**src/hw/rtl/toeq_pkg.sv**
```systemverilog
// Shared types and constants for the time-ordered event queue.
package toeq_pkg;

    localparam int QUEUE_DEPTH = 16;
    localparam int CNT_W = $clog2(QUEUE_DEPTH + 1);

    localparam int SEQ_W = 16;
    localparam int TYPE_W = 4;
    localparam int TIME_W = 31;
    localparam int OUT_CNT_W = 5;

    localparam logic MODE_PUSH = 1'b0;
    localparam logic MODE_POP = 1'b1;

    localparam logic [TYPE_W-1:0] PRELOAD_EARLY_TYPE = 4'd1;
    localparam logic [TYPE_W-1:0] PRELOAD_LATE_TYPE = 4'd8;
    localparam logic [TIME_W-1:0] PRELOAD_LATE_TIME = 31'd10000;
    localparam logic [CNT_W-1:0] PRELOAD_COUNT = CNT_W'(2);

    typedef struct packed {
        logic [SEQ_W-1:0] seq;
        logic [TYPE_W-1:0] ev_type;
        logic [TIME_W-1:0] ev_time;
    } t_entry;

    typedef struct packed {
        logic load;
    } t_ctrl_cmd;

endpackage

```
**src/hw/rtl/toeq_ctrl.sv**
```systemverilog
// Handshake controller that decides when a beat is taken and the result register loads.
module toeq_ctrl
    import toeq_pkg::*;
(
    input  logic      i_clk,
    input  logic      i_rst_n,
    input  logic      i_valid,
    output logic      o_stall,
    output logic      o_valid,
    input  logic      i_stall,
    output t_ctrl_cmd o_cmd
);

    typedef enum logic [1:0] {
        ST_EMPTY = 2'b01,
        ST_FULL  = 2'b10
    } t_state;

    t_state r_state;
    t_state n_state;
    logic   accept;

    assign o_stall = (r_state == ST_FULL) && i_stall;
    assign accept = i_valid && !o_stall;
    assign o_valid = (r_state == ST_FULL);
    assign o_cmd.load = accept;

    always_comb begin
        n_state = r_state;
        case (r_state)
            ST_EMPTY: begin
                if (accept) begin
                    n_state = ST_FULL;
                end
            end
            ST_FULL: begin
                if (accept) begin
                    n_state = ST_FULL;
                end else if (!i_stall) begin
                    n_state = ST_EMPTY;
                end
            end
            default: n_state = ST_EMPTY;
        endcase
    end

    always_ff @(posedge i_clk) begin
        if (!i_rst_n) begin
            r_state <= ST_EMPTY;
        end else begin
            r_state <= n_state;
        end
    end

endmodule

```
**src/hw/rtl/toeq_datapath.sv**
```systemverilog
// Sorted register chain of events with insert and pop logic and the result register.
module toeq_datapath
    import toeq_pkg::*;
(
    input  logic              i_clk,
    input  logic              i_rst_n,
    input  t_ctrl_cmd         i_cmd,
    input  logic              i_mode,
    input  logic [SEQ_W-1:0]  i_event_seq,
    input  logic [TYPE_W-1:0] i_event_type,
    input  logic [TIME_W-1:0] i_event_time,
    output logic [SEQ_W-1:0]  o_out_seq,
    output logic [TYPE_W-1:0] o_out_type,
    output logic [TIME_W-1:0] o_out_time,
    output logic              o_pop_valid,
    output logic              o_push_dropped,
    output logic              o_pop_on_empty,
    output logic [OUT_CNT_W-1:0] o_entry_count
);

    t_entry           r_entries [QUEUE_DEPTH];
    t_entry           n_entries [QUEUE_DEPTH];
    logic [CNT_W-1:0] r_count;
    logic [CNT_W-1:0] n_count;
    logic [QUEUE_DEPTH-1:0] later;
    logic             full;
    logic             empty;
    logic             do_push;
    logic             do_pop;
    t_entry           new_entry;

    t_entry           r_out;
    logic             r_pop_valid;
    logic             r_push_dropped;
    logic             r_pop_on_empty;

    assign full = (r_count == CNT_W'(QUEUE_DEPTH));
    assign empty = (r_count == '0);
    assign do_push = i_cmd.load && (i_mode == MODE_PUSH) && !full;
    assign do_pop = i_cmd.load && (i_mode == MODE_POP) && !empty;
    assign new_entry = '{seq: i_event_seq, ev_type: i_event_type, ev_time: i_event_time};

    // Each held cell flags whether its time is strictly later than the new event.
    always_comb begin
        for (int i = 0; i < QUEUE_DEPTH; i++) begin
            later[i] = (CNT_W'(i) < r_count) && (r_entries[i].ev_time > i_event_time);
        end
    end

    always_comb begin
        for (int i = 0; i < QUEUE_DEPTH; i++) begin
            n_entries[i] = r_entries[i];
            if (do_push) begin
                if (i > 0 && later[(i > 0) ? i - 1 : 0]) begin
                    n_entries[i] = r_entries[(i > 0) ? i - 1 : 0];
                end else if (later[i] || (CNT_W'(i) == r_count)) begin
                    n_entries[i] = new_entry;
                end
            end else if (do_pop) begin
                if (i < QUEUE_DEPTH - 1) begin
                    n_entries[i] = r_entries[(i < QUEUE_DEPTH - 1) ? i + 1 : i];
                end
            end
        end
    end

    always_comb begin
        n_count = r_count;
        if (do_push) begin
            n_count = r_count + CNT_W'(1);
        end else if (do_pop) begin
            n_count = r_count - CNT_W'(1);
        end
    end

    always_ff @(posedge i_clk) begin
        if (!i_rst_n) begin
            r_entries[0] <= '{seq: '0, ev_type: PRELOAD_EARLY_TYPE, ev_time: '0};
            r_entries[1] <= '{seq: '0, ev_type: PRELOAD_LATE_TYPE, ev_time: PRELOAD_LATE_TIME};
        end else begin
            r_entries <= n_entries;
        end
    end

    always_ff @(posedge i_clk) begin
        if (!i_rst_n) begin
            r_count <= PRELOAD_COUNT;
        end else begin
            r_count <= n_count;
        end
    end

    always_ff @(posedge i_clk) begin
        if (i_cmd.load) begin
            r_out <= do_pop ? r_entries[0] : '0;
            r_pop_valid <= do_pop;
            r_push_dropped <= (i_mode == MODE_PUSH) && full;
            r_pop_on_empty <= (i_mode == MODE_POP) && empty;
        end
    end

    assign o_out_seq = r_out.seq;
    assign o_out_type = r_out.ev_type;
    assign o_out_time = r_out.ev_time;
    assign o_pop_valid = r_pop_valid;
    assign o_push_dropped = r_push_dropped;
    assign o_pop_on_empty = r_pop_on_empty;
    assign o_entry_count = OUT_CNT_W'(r_count);

endmodule

```
**src/hw/rtl/time_ordered_event_queue.sv**
```systemverilog
// Top level of the time-ordered event queue.
// The queue holds up to QUEUE_DEPTH events sorted by time in a chain of registers, and every
// cell compares itself with a pushed event at once: a beat is taken on any cycle unless a
// result is still held and the output is stalled. The result of a beat is registered and
// appears on the output in the cycle after it is taken, and entry_count shows the number of
// events held after that beat. Reset preloads two events: time 0 of type 1 and time 10000 of
// type 8. Events with equal times leave in arrival order.
module time_ordered_event_queue
    import toeq_pkg::*;
(
    input  logic              i_clk,
    input  logic              i_rst_n,
    input  logic              i_valid,
    output logic              o_stall,
    input  logic              i_mode,
    input  logic [SEQ_W-1:0]  i_event_seq,
    input  logic [TYPE_W-1:0] i_event_type,
    input  logic [TIME_W-1:0] i_event_time,
    output logic              o_valid,
    input  logic              i_stall,
    output logic [SEQ_W-1:0]  o_out_seq,
    output logic [TYPE_W-1:0] o_out_type,
    output logic [TIME_W-1:0] o_out_time,
    output logic              o_pop_valid,
    output logic              o_push_dropped,
    output logic              o_pop_on_empty,
    output logic [OUT_CNT_W-1:0] o_entry_count
);

    t_ctrl_cmd cmd;

    toeq_ctrl u_ctrl (
        .i_clk   (i_clk),
        .i_rst_n (i_rst_n),
        .i_valid (i_valid),
        .o_stall (o_stall),
        .o_valid (o_valid),
        .i_stall (i_stall),
        .o_cmd   (cmd)
    );

    toeq_datapath u_datapath (
        .i_clk          (i_clk),
        .i_rst_n        (i_rst_n),
        .i_cmd          (cmd),
        .i_mode         (i_mode),
        .i_event_seq    (i_event_seq),
        .i_event_type   (i_event_type),
        .i_event_time   (i_event_time),
        .o_out_seq      (o_out_seq),
        .o_out_type     (o_out_type),
        .o_out_time     (o_out_time),
        .o_pop_valid    (o_pop_valid),
        .o_push_dropped (o_push_dropped),
        .o_pop_on_empty (o_pop_on_empty),
        .o_entry_count  (o_entry_count)
    );

endmodule
```
**config.mk**
```make
export PLATFORM = sky130hd
export DESIGN_NAME = time_ordered_event_queue
export DESIGN_NICKNAME = d
export VERILOG_FILES = /design/src/hw/rtl/toeq_pkg.sv /design/src/hw/rtl/toeq_ctrl.sv /design/src/hw/rtl/toeq_datapath.sv /design/src/hw/rtl/time_ordered_event_queue.sv
export SDC_FILE = /design/constraint.sdc
export NUM_CORES = 2
export LEC_CHECK = 0
export BUFFER_PORTS_ARGS = -buffer_cell sky130_fd_sc_hd__buf_2
export CAP_MARGIN = 40
export CORE_MARGIN = 4
export CORE_UTILIZATION = 35
export CTS_BUF_LIST = sky130_fd_sc_hd__clkbuf_2 sky130_fd_sc_hd__clkbuf_4 sky130_fd_sc_hd__clkbuf_8
export CTS_CLUSTER_SIZE = 14
export DETAILED_ROUTE_END_ITERATION = 8
export SLEW_MARGIN = 20
export SYNTH_ARGS = -nofsm -noshare
export SYNTH_HDL_FRONTEND = slang
export SYNTH_SLANG_ARGS = --single-unit
```
**constraint.sdc**
```tcl
create_clock -name i_clk -period 11.7 [get_ports i_clk]
set_clock_uncertainty 0.2 [all_clocks]
set_input_delay 0.585 -clock i_clk [delete_from_list [all_inputs] [get_ports i_clk]]
set_output_delay 0.585 -clock i_clk [all_outputs]
set_load 0.01 [all_outputs]
```
======== Word-level counts from Yosys, hierarchy flattened ========
Cells that the tools add are included.
word-level totals
  bits in registers ....................... 877
  bits of input ports ..................... 56
  output and inout bits ................... 61
  logic and storage cells ................. 256
operators by class
  add/subtract/negate cells ............... 2
  order comparisons ....................... 32
  eq/ne operators ......................... 35
  multiplexer cells ....................... 67
  bitwise gates (word level) .............. 1
  reduce and logical (&&, ||, !) cells .... 63
operators with widths
  operator             number
  $mux 51              61
  $gt 31x31->1         16
  $ne 3x2->1 const B   15
  $reduce_and 3->1     14
  $eq 4x5->1 const A   8
  $lt 4x5->1 const A   8
  $logic_and 1x1->1    24
  $eq 3x5->1 const A   4
  $lt 3x5->1 const A   4
  $logic_or 1x1->1     16
  $eq 2x5->1 const A   2
  $lt 1x5->1 const A   2
  $lt 2x5->1 const A   2
  $mux 5               2
  $mux 2               3
  $reduce_and 2->1     3
  $add 5x1->5 const B  1
  $eq 1x5->1 const A   1
  $eq 5x5->1 const B   1
  $logic_not 5->1      1
  $sub 5x1->5 const B  1
  $pmux 2 s2           1
  $reduce_bool 2->1    2
  $logic_not 1->1      3
  5 further kinds      5

======== Logic depth before layout (Yosys ltp) ========
  depth after elaboration ................. 8
  gate-level depth with buffers ........... 14
  gate-level depth less buffers ........... 11

======== Cells and area by module ========
From an unflattened synthesis, not the netlist that was laid out.
second synthesis, totals
  cells, all modules ...................... 5240
  area total of the unflattened synthesis .. 53137.2 µm²
by module, submodules not included
  module         times used  cells an instance  area an instance (µm²)  seq. area each (µm²)
  toeq_datapath  1           5223               52999.6                 25204.2
  toeq_ctrl      1           17                 137.6                   40.0

======== Least setup slack after synthesis ========
No wires, ideal clock.
  path type ............................... input port to flip-flop
  start ................................... in i_event_time[20]
  end ..................................... reg u_datapath.r_entries[255] in the netlist's numbering, enable pin
  library setup time ...................... 490 ps
  data arrival time ....................... 5618 ps
  required time ........................... 11010 ps
  path slack .............................. 5391 ps
  stages .................................. 12
  buffers on the path ..................... 3
  cell sequence ........................... clkbuf_1 > inv_1 > ha_1 > nand4_1 > or2_1 > nor3_1 > o31ai_1 > a41oi_1 > o211ai_1 > buf_2 > buf_2 > a31oi_1
between the ends
  word-level cells in the longest chain between the ends .. 5
  elaborated cells between the ends (all ways) .. 7
  those cells by class .................... 2 x order compare; 1 x eq/ne; 4 x reduce/logical
RTL lines
  item                                   RTL line                        text
  from (decl)                            time_ordered_event_queue.sv:18  input logic [TIME_W-1:0] i_event_time,
  $gt 31x31->1                           toeq_datapath.sv:46             later[i] = (CNT_W'(i) < r_count) && (r_entries[i].ev_time > i_event_time);
  $logic_and 1x1->1                      toeq_datapath.sv:46
  $logic_or 1x1->1                       toeq_datapath.sv:56             end else if (later[i] || (CNT_W'(i) == r_count)) begin
  $ne 3x2->1 (no source line) (*)        n/a
  $reduce_and 3->1 (no source line) (*)  n/a
  to (signal assigned)                   toeq_datapath.sv:81             r_entries <= n_entries;
  to (decl)                              toeq_datapath.sv:21             t_entry r_entries [QUEUE_DEPTH];
Mark *: on every way between the ends. The rest lies on a longest branch, timed or not.
A chain may end at the register's enable or synchronous reset.

======== Final worst setup path ========
  start ................................... in i_event_time[25]
  end ..................................... reg u_datapath.r_entries[326] in the netlist's numbering, enable pin
The elaborated chain is that of the path after synthesis.

==> metrics.md <==
| Metric | Value |
|---|---|
| Post-DR wirelength/cell | 27.6 µm |
| WHS | 0.0776 ns |
| Total power | 8370 µW |
| Worst Tran Pin Value | 1.34 ns |
| Post-synth EDFFs | 768 |
| Slowest library cell on the worst path | a31oi_4 |
| Vias in the first global route | 43400 |
| Kind of critical path | in -> reg |
| Antenna violations before repair | 15 |
| Synth cell types | 71 |
| Crit-path most repeated cell | buf_4 |
| Mean post-synth cell area | 10.4 µm² |
| Tightest Hold Check Type | in -> reg |
| DP HPWL | 136000 µm |
| # setup viols final | 0 |
| DIE AREA | 161000 µm² |
| CP cell instances | dlygate4sd3_1 > buf_2 > inv_1 > ha_1 > and3_1 > nand4_1 > or2_2 > nor2_1 > o21ai_0 > a21oi_4 > buf_4 > buf_12 > a21oi_1 > a31oi_4 > buf_4 |
| Global-route wire length before repair | 297000 µm |
| Die Y | 401 µm |
| Port-buffer cells | 116 |
| Final min period | 6.49 ns |
| Layout cell share with drive strength beyond 1 | 11.0% |
| Max-Cap Viols | 0 |
| Final period util | 55.4% |
| Overflow after GRT | 0 |
| TritonCTS clock tree | yes |
| Clk_lat worst skew | 0.91 ns |
| Max Clock Freq | 154 MHz |
| Commonest non-fill, non-tap cell in the layout | nand2_1 |
| Mapped cell area | 54100 µm² |
| H-tree depth | 4 |
| Initial Utilization | 35.4% |
| Ys async rst share | 0% |
| Gpl congestion | 0.950 |
| Post-synth top flop | edfxtp_1 |
| GRT Total Usage | 24.5% |
| Pin count of the biggest net entering global routing | 262 |
| Status | finished clean |
| Leakage | 0.0248 µW |
| Number of CTS-inserted buffers | 151 |
| Synth top area cells | edfxtp_1, ha_1, mux2i_1 |
| Peak VDD IR | 136 µV |
| Area Growth Syn to Fin | 12.5% |
| Relative slew slack | 10.7% |
| PwrDens | 137 nW/µm² |
| Critical path's top delay family | buffers and inverters |
| Unrepaired setup endpoints after global routing | no |
| Crit-path max FO | 36 |
| Hold Violations, Final | 0 |
| Clk buf depth | 3 |
| Core area | 153000 µm² |
| WP data arrival | 6.80 ns |
| Gate Count Post-Synth | 5180 |
| #FFs+latches synth | 877 |
| Via/cell ratio | 6.02 |
| Synthesis warning total | 0 |
| Slew Limit Fails | 0 |
| Post-route cell area | 60900 µm² |
| Reg clk slew, reported paths | 0.07 ns |
| # clock sinks | 877 |
| Syn nets | 5739 |
| Most frequent cells in the layout | nand2_1, edfxtp_1, ha_1, mux2i_1, o21ai_0 |
| Pre-antenna DRT Iters | 6 |
| Placed cells | 7021 |
| Sequential area share after synthesis | 46.7% |
| First DRT Iteration DRCs | 5023 |
| I/O pins | 117 |
| DR DRC count | 0 |
| Vias | 44400 |
| Final ANT Viol Nets | 0 |
| Core Rows | 143 |
| Most area-hungry cell type in the Yosys netlist | edfxtp_1 |
| CTS Root Cell | clkbuf_8 |
| Critical Path RT | 12.02 ns |
| Final Instance Count excl. Fillers | 7379 |
| Final nets | 5770 |
| Area share of the largest cell type after synthesis | 42.6% |
| Startpoint types | input port |
| CP Capture Type | register |
| Placed cell area | 56900 µm² |
| Biggest cell delay along the critical path | 0.73 ns |
| Setup TNS | 0 ns |
| Buffers plus inverters on the worst setup path | 6 |
| Post-Route WL | 204000 µm |
| Die extent in x | 401 µm |
logic make-up (layout without fill, tap and decap cells):
family | after synthesis | after routing | share of synthesized area, %
AND/OR/NAND/NOR | 1524 | 1524 | 12.8
AO/OA/AOI/OAI | 1350 | 1350 | 16.8
flip-flops | 877 | 877 | 46.7
adder cells (fa/ha/maj) | 503 | 503 | 11.6
buffers and inverters | 476 | 635 | 3.69
multiplexers | 446 | 446 | 8.37
XOR/XNOR | 4 | 4 | 0.0648
other | 0 | 10 | 0
routing by layer:
| layer | track usage [%] | part of all wire [%] |
|---|---|---|
| met1 | 31.9 | 41 |
| met2 | 38.2 | 45 |
| met3 | 4.64 | 8.3 |
| met4 | 13.6 | 6.0 |
| met5 | 0 | 0.0064 |
area by class of cell:
| class | instances | area [µm²] |
|---|---|---|
| Fill cell | 15000 | 91900 |
| Multi-Input combinational cell | 3827 | 27100 |
| Sequential cell | 877 | 25200 |
| Clock buffer | 228 | 2780 |
| Tap cell | 2030 | 2540 |
| Timing Repair Buffer | 275 | 2460 |
| Clock inverter | 53 | 379 |
| Inverter | 79 | 298 |
| Antenna cell | 10 | 25.0 |
registers in the layout, indices dropped and copies added (netlist names):
register                   flops
u_datapath.o_pop_valid         1
u_datapath.o_pop_on_empty      1
u_datapath.o_out_type          4
u_datapath.o_out_time         31
u_datapath.o_out_seq          16
u_datapath.o_entry_count       5
u_ctrl.r_state                 2
u_datapath.o_push_dropped      1
u_datapath.r_entries         816
power breakdown:
group / internal, µW / total, µW / switching [µW]
Clock: 1600 / 3000 / 1400
Combinational: 510 / 1510 / 1000
Sequential: 3660 / 3860 / 198
Total: 5760 / 8370 / 2610
stage by stage:
step | util (%) | worst slack (ns)
after floorplan | - | 5.39
after global placement | 36.9 | 4.81
after detailed placement | 37.2 | 4.85
after CTS | 39.6 | 5.23
after global routing | 39.8 | 5.01
final | 39.8 | 5.21
worst min-delay path, delay by kind of cell:
| family | cells | cell delay (ns) |
|---|---|---|
| multiplexers | 1 | 0.16 |
| buffers and inverters | 1 | 0.20 |
| AO/OA/AOI/OAI | 1 | 0.07 |
synth_stat cells, types with 20 or more instances:
master	count
o211ai_2	50
nor2b_1	26
o211a_1	51
a21oi_1	163
o21ai_0	368
clkbuf_1	258
edfxtp_1	768
inv_1	78
buf_2	82
a31o_1	45
nand3_1	337
and2_1	56
o21ai_1	107
nand4_1	149
mux2_1	48
a211oi_1	49
nor2_1	72
ha_1	503
buf_1	38
dfxtp_1	109
nor3_1	20
mux2i_1	395
o211ai_1	264
a21o_1	148
nand2_1	808
what timing repair did:
item / in CTS / in global routing
gates resized for setup: 0 / 0
setup buffers: 0 / 0
hold buffers: 54 / 0
endpoints found under the hold margin: 276 / 0
path summary, 6_finish.rpt:
kind	end	slack, ns	from	cells past startpoint
setup / recovery	u_datapath.r_entries[326]	5.21	i_event_time[25]	15
setup reg to reg	u_datapath.r_entries[326]	5.69	u_datapath.r_entries[386]	12
hold reg to reg	u_datapath.r_entries[714]	0.29	u_datapath.r_entries[714]	1
hold / removal	u_datapath.r_entries[362]	0.08	i_event_time[5]	3
(Power assumes the default switching activity.)
